$ cat src/framed_packet_xor_parser_core_macros.svh
// Assertion macros for the framed packet parser core.
// Clocked on clock, disabled during reset; included by modules that check.
`ifndef FRAMED_PACKET_XOR_PARSER_CORE_MACROS_SVH
`define FRAMED_PACKET_XOR_PARSER_CORE_MACROS_SVH

// Same-cycle implication.
`define FPXP_ASSERT_NOW(label, ante, cons, msg) \
   label: assert property (@(posedge clock) disable iff (reset) (ante) |-> (cons)) \
      else $error(msg);

// Next-cycle implication.
`define FPXP_ASSERT_NEXT(label, ante, cons, msg) \
   label: assert property (@(posedge clock) disable iff (reset) (ante) |=> (cons)) \
      else $error(msg);

`endif

$ cat src/fpxp_pkg.sv
// Shared constants for the framed packet parser core.
// No dependencies.
`default_nettype none

package fpxp_pkg;

   localparam int unsigned BYTE_W   = 8;
   localparam int unsigned KIND_W   = 2;
   localparam int unsigned PHASE_W  = 3;
   localparam int unsigned HEADER_W = 32;

   typedef logic [BYTE_W-1:0]  byte_type;
   typedef logic [KIND_W-1:0]  kind_type;
   typedef logic [PHASE_W-1:0] phase_type;

   localparam kind_type KIND_DATA = 2'd0;
   localparam kind_type KIND_GOOD = 2'd1;
   localparam kind_type KIND_CSUM = 2'd2;
   localparam kind_type KIND_LEN  = 2'd3;

   localparam phase_type PH_HDR0 = 3'd0;
   localparam phase_type PH_HDR1 = 3'd1;
   localparam phase_type PH_HDR2 = 3'd2;
   localparam phase_type PH_HDR3 = 3'd3;
   localparam phase_type PH_LEN  = 3'd4;
   localparam phase_type PH_TOK  = 3'd5;
   localparam phase_type PH_CMD  = 3'd6;
   localparam phase_type PH_BODY = 3'd7;

   localparam logic CSR_HEADER = 1'b0;
   localparam logic CSR_TOKEN  = 1'b1;

   localparam logic [HEADER_W-1:0] HEADER_RESET = 32'h554E_4552;
   localparam byte_type            TOKEN_RESET  = 8'h3A;

endpackage

`default_nettype wire

$ cat src/framed_packet_xor_parser_core.sv
// Framed packet parser with XOR checksum: header hunt, length/token check, payload stream.
// Depends on fpxp_pkg and framed_packet_xor_parser_core_macros.svh.
//
// Takes one received byte per beat and returns at most one result beat per byte.
// A byte is accepted every clock while the result register is empty or being
// drained; its result appears in the result register in the next cycle.
// Throughput is one byte per clock, set by the single result register that parts
// the two sides. Payload bytes go out with kind 0 and tlast low; each frame that passes the token
// check ends with one status beat (good, checksum error, length error) with tlast high, and the
// consumer drops the payload unless that status is good. The user must write configuration
// through the csr port only while the block is idle; the block itself does not enforce it.
`default_nettype none
`include "framed_packet_xor_parser_core_macros.svh"

module framed_packet_xor_parser_core
   import fpxp_pkg::*;
(
   input  wire logic        clock,
   input  wire logic        reset,
   input  wire logic        req_tvalid,
   output logic             req_tready,
   input  wire logic [7:0]  req_tdata,   // [7:0] rx_byte
   output logic             rsp_tvalid,
   input  wire logic        rsp_tready,
   output logic [23:0]      rsp_tdata,   // [7:0] command, [15:8] payload_byte, [23:16] byte_index
   output logic [1:0]       rsp_tuser,   // [1:0] kind
   output logic             rsp_tlast,
   input  wire logic        csr_valid,
   output logic             csr_ready,
   input  wire logic        csr_index,
   input  wire logic [31:0] csr_data
);

   logic [HEADER_W-1:0] header_ff;
   byte_type            token_ff;

   phase_type phase_ff, phase_in;
   byte_type  length_ff, length_in;
   byte_type  xor_ff, xor_in;
   byte_type  command_ff, command_in;
   byte_type  seen_ff, seen_in;

   logic      rsp_valid_ff, rsp_valid_in;
   kind_type  rsp_kind_ff;
   byte_type  rsp_command_ff, rsp_payload_ff, rsp_index_ff;
   logic      rsp_last_ff;

   logic      req_accept;
   logic      has_result;
   kind_type  res_kind;
   byte_type  res_command, res_payload, res_index;
   logic      res_last;
   logic      hunt;
   byte_type  hdr_byte;
   logic      body_data;

   assign req_tready = !rsp_valid_ff || rsp_tready;
   assign req_accept = req_tvalid && req_tready;
   assign csr_ready  = 1'b1;

   always_comb begin
      unique case (phase_ff[1:0])
         2'd0:    hdr_byte = header_ff[31:24];
         2'd1:    hdr_byte = header_ff[23:16];
         2'd2:    hdr_byte = header_ff[15:8];
         2'd3:    hdr_byte = header_ff[7:0];
         default: hdr_byte = header_ff[31:24];
      endcase
   end

   assign body_data = ({1'b0, seen_ff} + 9'd2) < {1'b0, length_ff};

   always_comb begin
      phase_in    = phase_ff;
      length_in   = length_ff;
      xor_in      = xor_ff;
      command_in  = command_ff;
      seen_in     = seen_ff;
      has_result  = 1'b0;
      res_kind    = KIND_DATA;
      res_command = '0;
      res_payload = '0;
      res_index   = '0;
      res_last    = 1'b0;
      hunt        = 1'b0;
      if (req_accept) begin
         unique case (phase_ff) inside
            PH_HDR0, PH_HDR1, PH_HDR2, PH_HDR3: begin
               if (req_tdata == hdr_byte) begin
                  xor_in   = (phase_ff == PH_HDR0) ? req_tdata : (xor_ff ^ req_tdata);
                  phase_in = phase_ff + 3'd1;
               end else begin
                  hunt = 1'b1;
               end
            end
            PH_LEN: begin
               length_in = req_tdata;
               xor_in    = xor_ff ^ req_tdata;
               phase_in  = PH_TOK;
            end
            PH_TOK: begin
               if (req_tdata != token_ff) begin
                  hunt = 1'b1;
               end else if (length_ff[7:1] == 7'd0) begin
                  has_result = 1'b1;
                  res_kind   = KIND_LEN;
                  res_last   = 1'b1;
                  hunt       = 1'b1;
               end else begin
                  xor_in   = xor_ff ^ req_tdata;
                  phase_in = PH_CMD;
               end
            end
            PH_CMD: begin
               command_in = req_tdata;
               xor_in     = xor_ff ^ req_tdata;
               seen_in    = '0;
               phase_in   = PH_BODY;
            end
            default: begin
               has_result  = 1'b1;
               res_command = command_ff;
               if (body_data) begin
                  res_kind    = KIND_DATA;
                  res_payload = req_tdata;
                  res_index   = seen_ff;
                  xor_in      = xor_ff ^ req_tdata;
                  seen_in     = seen_ff + 8'd1;
               end else begin
                  res_kind = (xor_ff == req_tdata) ? KIND_GOOD : KIND_CSUM;
                  res_last = 1'b1;
                  hunt     = 1'b1;
               end
            end
         endcase
         if (hunt) begin
            phase_in   = PH_HDR0;
            length_in  = '0;
            xor_in     = '0;
            command_in = '0;
            seen_in    = '0;
         end
      end
   end

   assign rsp_valid_in = req_accept ? has_result : (rsp_valid_ff && !rsp_tready);

   always_ff @(posedge clock) begin
      if (reset) begin
         header_ff <= HEADER_RESET;
         token_ff  <= TOKEN_RESET;
      end else if (csr_valid && csr_ready) begin
         unique case (csr_index)
            CSR_HEADER: header_ff <= csr_data;
            CSR_TOKEN:  token_ff  <= csr_data[7:0];
            default:    header_ff <= header_ff;
         endcase
      end
   end

   always_ff @(posedge clock) begin
      if (reset) begin
         phase_ff     <= PH_HDR0;
         length_ff    <= '0;
         xor_ff       <= '0;
         command_ff   <= '0;
         seen_ff      <= '0;
         rsp_valid_ff <= 1'b0;
      end else begin
         phase_ff     <= phase_in;
         length_ff    <= length_in;
         xor_ff       <= xor_in;
         command_ff   <= command_in;
         seen_ff      <= seen_in;
         rsp_valid_ff <= rsp_valid_in;
      end
   end

   always_ff @(posedge clock) begin
      if (req_accept && has_result) begin
         rsp_kind_ff    <= res_kind;
         rsp_command_ff <= res_command;
         rsp_payload_ff <= res_payload;
         rsp_index_ff   <= res_index;
         rsp_last_ff    <= res_last;
      end
   end

   assign rsp_tvalid = rsp_valid_ff;
   assign rsp_tdata  = {rsp_index_ff, rsp_payload_ff, rsp_command_ff};
   assign rsp_tuser  = rsp_kind_ff;
   assign rsp_tlast  = rsp_last_ff;

   `FPXP_ASSERT_NOW(a_stall_blocks_input, rsp_valid_ff && !rsp_tready, !req_tready,
      "input accepted while result stalled")
   `FPXP_ASSERT_NOW(a_last_matches_kind, rsp_valid_ff,
      rsp_last_ff == (rsp_kind_ff != KIND_DATA), "tlast disagrees with kind")
   `FPXP_ASSERT_NEXT(a_status_rehunts, req_accept && has_result && res_last,
      phase_ff == PH_HDR0 && xor_ff == 8'd0, "no return to hunting after status")
   `FPXP_ASSERT_NOW(a_body_count_bound, phase_ff == PH_BODY,
      ({1'b0, seen_ff} + 9'd2) <= {1'b0, length_ff}, "payload count past frame length")

endmodule

`default_nettype wire
$ cat config.mk
export PLATFORM = sky130hd
export DESIGN_NAME = framed_packet_xor_parser_core
export DESIGN_NICKNAME = d
export VERILOG_FILES = /design/src/fpxp_pkg.sv /design/src/framed_packet_xor_parser_core.sv
export VERILOG_INCLUDE_DIRS = /design/src /design/src/src
export SDC_FILE = /design/constraint.sdc
export NUM_CORES = 1
export LEC_CHECK = 0
export ABC_AREA = 1
export CORE_MARGIN = 2
export CORE_UTILIZATION = 40
export DETAILED_ROUTE_END_ITERATION = 8
export DONT_BUFFER_PORTS = 1
export SLEW_MARGIN = 40
export SYNTH_ARGS = -nofsm -noshare
export SYNTH_HDL_FRONTEND = slang
export SYNTH_SLANG_ARGS = --single-unit
$ cat constraint.sdc
create_clock -name clock -period 4.3 [get_ports clock]
set_input_delay 0.215 -clock clock [delete_from_list [all_inputs] [get_ports clock]]
set_output_delay 0.215 -clock clock [all_outputs]
set_load 0.02 [all_outputs]
==> metrics.cfg, run 1 <==
[logic_synthesis]
synth_top_area_share_pct = 28.6
yosysWarnings = 0
synth_xor_area_share_pct = 2.80
ys_types = 41
synthTopCellsByCount = nand2_1 (207), nor2_1 (107), dfxtp_1 (76), nand3_1 (61), inv_1 (53)
async_flop_share_pct = 0
synth_mux_area_share_pct = 0
syn_inst = 730
yosys.area_share.adder_pct = 3.53
yosys-top-cells-area = dfxtp_1 (29%), edfxtp_1 (15%), nand2_1 (15%)
ys.flop_type = dfxtp_1
synth-compound-area-share_pct = 8.12
synth_enable_flop_cells = 27
yosys.area_share.simple_pct = 33.5
yosysSeqAreaShare_pct = 43.9
avgSynthCellArea_um2 = 7.28
syn_nets = 791
yosysTopAreaCell = dfxtp_1
synth_top_family_by_area = simple AND/OR/NAND/NOR gates
synth_most_common_cell = nand2_1
synth_seq_cells = 103
syn-cell-area_mm2 = 0.00532

[drt]
vias_per_cell = 4.94
drtIter0Drc = 322
post-route-drc-count = 0
finalWirelength_um = 13200
vias = 4551
ant_nets = 0
drtPass1Iterations = 5
post_drt_wl_per_cell_um = 14.4

[clock_network]
htree_num_levels = 3
post_cts_resized = 0
path_clk_slew_ns = 0.07
cts_made_buffers = 9
cts_tree = done
clk_latency_ns = 0.36
postCtsSetupBuffers = 0
cts_buffer_depth = 2
cts_sinks = 103
cts-root-buf = clkbuf_16

[worst_setup_path]
crit_top_cell = nand2_1
cp-end-kind = flip-flop
cp_slowest_cell = a21oi_4
crit_fanout = 27
cp.required_ns = 4.55
crit_chain = ha_1 > nand3_1 > nor3_1 > xor2_1 > ha_1 > inv_1 > o211ai_1 > nor2_1 > nand2_1 > inv_4 > nand2_2 > nand2_8 > a21oi_4 > nand2_1 > nand2_1 > nor2_2
critPathLaunchType = flip-flop
cp_slowest_stage_delay_ns = 0.47
crit_arrival_ns = 3.33
crit_type = flip-flop to flip-flop

[sta]
hold_viol_final = 0
setup_tns_ns = 0
worstMarginPinSlew_ns = 0.744
min_period_over_period_pct = 71.6
drv_slew = 0
fmax_mhz = 325
setup_ws_ns = 1.22
skew_ns = 0.0120
timing.final.crit_period_ns = 3.08
rsz0062_at_grt = no
setup_violations = 0
maxSlewHeadroom_pct = 50.3

[global_route]
grt_pass1_wl_um = 21500
grt_pass1_vias = 4336
grt_start_max_net_pins = 38
antenna_found_initial = 0
grt_use_total_pct = 19.1
grt-ovfl-total = 0

[run]
max-cap-violations = 0

[place]
routabilityCongestion = 0.862
port_buffers = 0
dp_hpwl_um = 9470
dp_slack_ns = 1.25

[min_path]
hp-class = input port to flip-flop

[die]
io_pins = 76
core_mm2 = 0.0131
die_h_um = 119
die_area_mm2 = 0.0142
start_util_pct = 40.5
num_rows = 42
die_w_um = 119

[layout]
utilization_pct = 45.5
diodes = 0
nets = 801
fillers = 1328
area_growth_pct = 12.3
drive_gt1_share_pct = 8.05

[power]
power.density_mw_per_mm2 = 682
peakVddDrop_v = 0.000264
leakage_nw = 2.58

[run_status]
status = completed

[per-stage QoR]
| stage | hold WS, ns | total power [mW] | std cells | instance area, µm² |
|---|---|---|---|---|
| 6_report | 0.0133 | 4.07 | 921 | 5970 |
| 5_1_grt | 0.0140 | 4.38 | 921 | 5970 |
| 4_1_cts | 0.00430 | 4.09 | 920 | 5960 |
| 3_5_place_dp | 0.288 | 3.25 | 877 | 5400 |
| 3_3_place_gp | 0.288 | 3.20 | 877 | 5400 |
| 2_1_floorplan | 0.284 | 2.98 | 730 | 5320 |
[worst max-delay path: cells and delay by family, from the launching register on]
family / cells / cell delay, ns
flops: 1 / 0.42
xor+xnor: 1 / 0.13
buf+inv: 2 / 0.10
compound gates: 2 / 0.64
fa+ha+maj: 2 / 0.57
simple gates: 9 / 1.10
[sequential cells by signal, indices dropped and copies added, names as in the netlist]
name,cells
rsp_index_ff,8
phase_ff,3
header_ff,32
token_ff,8
rsp_tlast,1
rsp_payload_ff,8
rsp_command_ff,8
command_ff,8
xor_ff,8
length_ff,8
rsp_tvalid,1
seen_ff,8
rsp_tuser,2
[report_power, final]
| part | internal, mW | switching, mW | leakage, nW |
|---|---|---|---|
| Combinational | 0.549 | 1.20 | 1.56 |
| Sequential | 1.26 | 0.253 | 0.882 |
| Clock | 0.446 | 0.364 | 0.141 |
| Total | 2.26 | 1.82 | 2.58 |
[cell usage in the layout, fill, tap and decap left out, types with 2 or more instances in the layout]
master	Yosys	final
dlygate4sd3_1	0	28
xor2_1	7	7
clkbuf_1	17	2
dfxtp_1	76	76
clkinv_1	3	3
o2111ai_1	2	2
clkbuf_16	0	10
or2_2	2	2
nor2_2	11	12
nand3_1	61	61
buf_4	6	3
o21ai_0	29	29
xnor2_1	10	10
o211ai_1	2	2
nand2_4	2	2
clkinv_4	0	2
edfxtp_1	27	27
inv_1	53	52
nor3_1	4	4
nand4_1	8	8
a21oi_1	38	37
or2_1	4	4
nand2_2	7	7
nor3_2	2	2
inv_2	9	10
nand2_1	207	207
ha_1	15	15
nor2_1	107	106
[layer usage]
layer / vias to the layer above / share of wire (%) / global-route usage [%]
met1: 2086 / 45 / 23.7
li1: 2338 / - / -
met4: 0 / 1.5 / 5.37
met2: 112 / 48 / 32.6
met3: 15 / 5.3 / 5.17
met5: - / 0 / 0
[path summary, 6_finish.rpt]
| kind | startpoint | to | slack [ns] | cells past startpoint |
|---|---|---|---|---|
| setup reg to reg | seen_ff[2]$_SDFFE_PP0P_ | length_ff[6]$_SDFFE_PP0P_ | 1.22 | 16 |
| hold / removal | csr_data[27] | header_ff[27]$_SDFFE_PP0P_ | 0.01 | 2 |
| hold reg to reg | header_ff[14]$_SDFFE_PP1P_ | header_ff[14]$_SDFFE_PP1P_ | 0.46 | 2 |
| setup / recovery | seen_ff[2]$_SDFFE_PP0P_ | length_ff[6]$_SDFFE_PP0P_ | 1.22 | 16 |
[timing repair]
| action | in CTS | in global routing |
|---|---|---|
| hold buffers | 27 | 1 |
| endpoints found under the setup margin | 0 | 0 |
| endpoints found under the hold margin | 43 | 1 |
[cell families (layout without fill, tap and decap cells)]
kind of cell | count (synthesis) | after routing
compound gates | 77 | 77
xor+xnor | 17 | 17
fa+ha+maj | 15 | 15
buf+inv | 99 | 114
flops | 103 | 103
other cells | 1 | 1
simple gates | 418 | 418
[layout make-up]
cell class	count	area, µm²	area share [%]
multi-input cells	528	2560	42.9
flip-flops and latches	103	2330	39.1
repair buffers	31	303	5.07
clock buffers	13	272	4.55
inverters	67	259	4.34
well taps	176	220	3.69
clock inverters	3	25.0	0.419
No activity file was read; power rests on OpenSTA's default activity.
==> run 2: changes to the inputs <==
Clock period 4.3 ns to 2.5 ns, I/O delays scaled along.
==> metrics.cfg, run 2 (synthesis results as in run 1) <==
[die]
core_mm2 = 0.0131
start_util_pct = 40.5
io_pins = 76
die_w_um = 119
die_h_um = 119
num_rows = 42
die_area_mm2 = 0.0142

[global_route]
grt_start_max_net_pins = 34
grt_use_total_pct = 20.1
grt-ovfl-total = 0
grt_pass1_wl_um = 22200
grt_pass1_vias = 4558
antenna_found_initial = 0

[clock_network]
htree_num_levels = 3
cts_made_buffers = 9
cts_sinks = 103
clk_latency_ns = 0.36
cts_tree = done
cts_buffer_depth = 2
cts-root-buf = clkbuf_16
path_clk_slew_ns = 0.07

[worst_setup_path]
crit_type = flip-flop to flip-flop
crit_top_cell = nand2_1
crit_chain = ha_4 > nand3_4 > buf_6 > xor2_2 > ha_1 > nand2_2 > inv_2 > nand3_2 > nor2_2 > nand2_1 > nand2_2 > inv_4 > nand2_4 > nand2_8 > a21oi_4 > buf_12 > nand2_1 > nand2_1 > nor2_2
cp.required_ns = 2.76
critPathLaunchType = flip-flop
cp.buffers_inverters = 4
cp_top_family = simple AND/OR/NAND/NOR gates
cp_slowest_stage_delay_ns = 0.36
cp-end-kind = flip-flop
crit_arrival_ns = 2.72
cp_slowest_cell = dfxtp_2
crit_fanout = 8

[sta]
drv_slew = 0
maxSlewHeadroom_pct = 57.2
timing.final.crit_period_ns = 2.46
worstMarginPinSlew_ns = 0.641
hold_viol_final = 0
fmax_mhz = 406
setup_tns_ns = 0
setup_violations = 0
whs_ns = 0.0310
rsz0062_at_grt = yes
min_period_over_period_pct = 98.4
skew_ns = 0.00832

[layout]
final_cell_mix = nand2_1 (200), nor2_1 (104), dfxtp_1 (72)
area_growth_pct = 25.5
largest_register_ffs = 32
finalNonFillerCells = 970
diodes = 0
regMostFlops = header_ff
nets = 850
utilization_pct = 50.8
drive_gt1_share_pct = 16.8
final_common_cell = nand2_1

[power]
peakVddDrop_v = 0.000499
p_seq_share_pct = 31.5
switchingPower_mw = 3.48
pwr-share-comb_pct = 50.2
power_frac_clock_pct = 18.3
power.density_mw_per_mm2 = 1230
switching_share_pct = 42.4
p_int_mw = 4.73
total_power_mw = 8.20
leakage_nw = 2.90

[drt]
post_drt_wl_per_cell_um = 14.6
ant_nets = 0
drtPass1Iterations = 4
finalWirelength_um = 14100
post-route-drc-count = 0
drtIter0Drc = 267
vias = 4826
vias_per_cell = 4.98

[run]
max-cap-violations = 0

[min_path]
hp-class = input port to flip-flop

[place]
routabilityCongestion = 0.827
port_buffers = 0
dp_cells = 904
dp_hpwl_um = 9840

[run_status]
status = completed

[run 2: cell types whose count changed in the layout (fill, tap and decap cells not counted), moves of 6 or more]
cell,previous run,this run
buf_4,3,30
dlygate4sd3_1,28,41
nand2_1,207,200
a21oi_1,37,31
ha_1,15,9
nand3_1,61,55
[run 2: final cells by class]
class / instances / area, µm²
clock buffer: 12 / 268
clock inverter: 4 / 48.8
fill: 1264 / 6460
inverter: 67 / 264
multi-input combinational: 529 / 2770
sequential: 103 / 2340
tap: 176 / 220
timing repair buffer: 79 / 766
[run 2: power by group through the flow]
stage,Clock [mW],Sequential [mW],Combinational (mW)
2_1_floorplan,0,2.55,2.58
3_3_place_gp,0,2.60,3.44
3_5_place_dp,0,2.61,3.48
4_1_cts,1.54,2.58,3.65
5_1_grt,1.61,2.62,4.54
6_report,1.50,2.58,4.12
[run 2: metrics by stage]
stage / setup slack, ns / instance area (µm²)
2_1_floorplan: 0.00508 / 5340
3_3_place_gp: 0.0568 / 5650
3_5_place_dp: -0.0602 / 5650
4_1_cts: 0.000627 / 6410
5_1_grt: -0.127 / 6670
6_report: 0.0398 / 6670
[run 2: routing by layer]
metal	up-vias	wire length, µm	track usage (%)
met2	128	6850	33.1
li1	2442	-	-
met5	-	0	0
met1	2236	6400	25.0
met4	0	321	9.85
met3	20	570	4.07
[run 2: final timing paths]
kind	startpoint	end	slack, ns	depth (start not counted)
worst max-delay path	seen_ff[2]$_SDFFE_PP0P_	length_ff[6]$_SDFFE_PP0P_	0.04	19
worst min-delay path	req_tdata[4]	rsp_payload_ff[4]$_SDFFCE_PP0P_	0.03	2
worst max register to register	seen_ff[2]$_SDFFE_PP0P_	length_ff[6]$_SDFFE_PP0P_	0.04	19
worst min register to register	header_ff[17]$_SDFFE_PP1P_	header_ff[17]$_SDFFE_PP1P_	0.46	2
[run 2: what timing repair did]
action                     CTS  global route
pin swaps                    1            21
setup endpoints to repair   13            80
resized for setup            2            48
hold endpoints to repair    64             0
cloned                       1             1
setup buffers                2             5
hold buffers                41             0
==> run 3: changes to the inputs <==
Settings changed: CTS_BUF_LIST from default to sky130_fd_sc_hd__clkbuf_16.
==> metrics.cfg, run 3 (synthesis results as in run 1) <==
[layout]
diodes = 0
drive_gt1_share_pct = 16.6
postLayoutCellArea_mm2 = 0.00666
largest_register_ffs = 32
final_common_cell = nand2_1
regMostFlops = header_ff
nets = 850
finalNonFillerCells = 970
final_cell_mix = nand2_1 (200), nor2_1 (104), dfxtp_1 (72)
area_growth_pct = 25.3

[worst_setup_path]
crit_arrival_ns = 2.72
crit_chain = ha_4 > nand3_4 > buf_6 > xor2_2 > ha_1 > nand2_2 > inv_2 > nand3_2 > nor2_2 > nand2_1 > nand2_2 > inv_4 > nand2_4 > nand2_8 > a21oi_4 > buf_12 > nand2_1 > nand2_1 > nor2_2
cp_top_family = simple AND/OR/NAND/NOR gates
startpoint = seen_ff[2]$_SDFFE_PP0P_
cp_slowest_stage_delay_ns = 0.36
cp.buffers_inverters = 4
crit_fanout = 8
crit_top_cell = nand2_1
cp_slowest_cell = dfxtp_2
r2r_cells = 19
cp.required_ns = 2.76
crit-reg2reg-launch = seen_ff[2]$_SDFFE_PP0P_
rrSetupSlack_ns = 0.04
cp-end-kind = flip-flop
crit_type = flip-flop to flip-flop
critPathLaunchType = flip-flop
reg2reg_to = length_ff[6]$_SDFFE_PP0P_

[global_route]
grt_use_total_pct = 20.1
antenna_found_initial = 0
grt_pass1_vias = 4554
grt-ovfl-total = 0
grt_pass1_wl_um = 22200
grt_start_max_net_pins = 34

[run_status]
status = completed

[sta]
skew_ns = 0.00873
fmax_mhz = 407
min_period_over_period_pct = 98.4
worstMarginPinSlew_ns = 0.635
timing.final.crit_period_ns = 2.46
maxSlewHeadroom_pct = 57.6
setup_violations = 0
hold_viol_final = 0
rsz0062_at_grt = yes
drv_slew = 0
whs_ns = 0.0325

[clock_network]
cts_tree = done
cts_made_buffers = 9
clk_latency_ns = 0.36
cts-root-buf = clkbuf_16
htree_num_levels = 3
cts_buffer_depth = 2
cts_sinks = 103
path_clk_slew_ns = 0.07

[die]
die_h_um = 119
start_util_pct = 40.5
die_area_mm2 = 0.0142
io_pins = 76
num_rows = 42
die_w_um = 119
core_mm2 = 0.0131

[drt]
post-route-drc-count = 0
drtPass1Iterations = 5
post_drt_wl_per_cell_um = 14.6
vias = 4833
vias_per_cell = 4.98
drtIter0Drc = 263
ant_nets = 0
finalWirelength_um = 14200

[min_path]
hp-class = input port to flip-flop
holdPathStages = 2
worstHoldEndpoint = rsp_payload_ff[4]$_SDFFCE_PP0P_
hp-start = req_tdata[4]

[place]
dp_cells = 904
port_buffers = 0
dp_hpwl_um = 9840
post_dp_cell_area_mm2 = 0.00565
routabilityCongestion = 0.827

[power]
power.density_mw_per_mm2 = 1230
leakage_nw = 2.90
peakVddDrop_v = 0.000499

[run]
max-cap-violations = 0

run 3: changes by cell type in the layout (fill, tap and decap cells not counted), sizes merged:
cell	previous run	this run
clkbuf	13	11
clkinv	5	6
inv	65	66
run 3: metal layers:
| layer | wire, µm | share of wire, % | GRT usage (%) |
|---|---|---|---|
| met5 | 0 | 0 | 0 |
| met4 | 321 | 2.3 | 9.85 |
| met3 | 617 | 4.4 | 4.07 |
| met2 | 6880 | 49 | 33.0 |
| met1 | 6330 | 45 | 25.1 |
run 3: how the worst max path moves through the flow:
stage,to,cells past startpoint,slack (ns)
2_1_floorplan,length_ff[6]$_SDFFE_PP0P_,17,0.005
3_3_place_gp,length_ff[6]$_SDFFE_PP0P_,19,0.06
3_5_place_dp,command_ff[1]$_SDFFE_PP0P_,16,-0.06
4_1_cts,seen_ff[3]$_SDFFE_PP0P_,18,0.0006
5_1_grt,length_ff[6]$_SDFFE_PP0P_,18,-0.13
6_report,length_ff[6]$_SDFFE_PP0P_,19,0.04
run 3: what timing repair did:
item | CTS | global route
hold endpoints to repair | 64 | 0
setup endpoints to repair | 13 | 80
cloned | 1 | 1
resized for setup | 2 | 48
buffers inserted | 2 | 5
hold buffers | 41 | 0
pin swaps | 1 | 21
run 3: worst reg2reg max path: stages, from the launching register on:
cell and delay (ns):
dfxtp_2 0.36, ha_4 0.15, nand3_4 0.09, buf_6 0.14, xor2_2 0.13, ha_1 0.29, nand2_2 0.06, inv_2 0.05
nand3_2 0.06, nor2_2 0.12, nand2_1 0.07, nand2_2 0.07, inv_4 0.05, nand2_4 0.09, nand2_8 0.09, a21oi_4 0.23
buf_12 0.15, nand2_1 0.05, nand2_1 0.07, nor2_2 0.03
run 3: area by class of cell:
type / instances / area, µm²
clock buffers: 10 / 250
clock inverters: 6 / 56.3
fillers: 1265 / 6470
inverters: 67 / 264
multi-input cells: 529 / 2770
flip-flops and latches: 103 / 2340
well taps: 176 / 220
repair buffers: 79 / 766
run 3: report_power, final:
group          switching (mW)  leakage [nW]  internal [mW]  total [mW]
Sequential              0.412         0.884           2.17        2.58
Combinational            2.43          1.86           1.69        4.12
Clock                   0.635         0.157          0.830        1.47
run 3: per-stage QoR:
| stage | power, mW | TNS, ns | worst slack (ns) | utilization [%] |
|---|---|---|---|---|
| 2_1_floorplan | 5.14 | 0 | 0.00508 | - |
| 3_3_place_gp | 6.04 | 0 | 0.0568 | 43.0 |
| 3_5_place_dp | 6.09 | -0.150 | -0.0602 | 43.0 |
| 4_1_cts | 7.73 | 0 | 0.000627 | 48.7 |
| 5_1_grt | 8.73 | -1.97 | -0.127 | 50.7 |
| 6_report | 8.17 | 0 | 0.0407 | 50.7 |
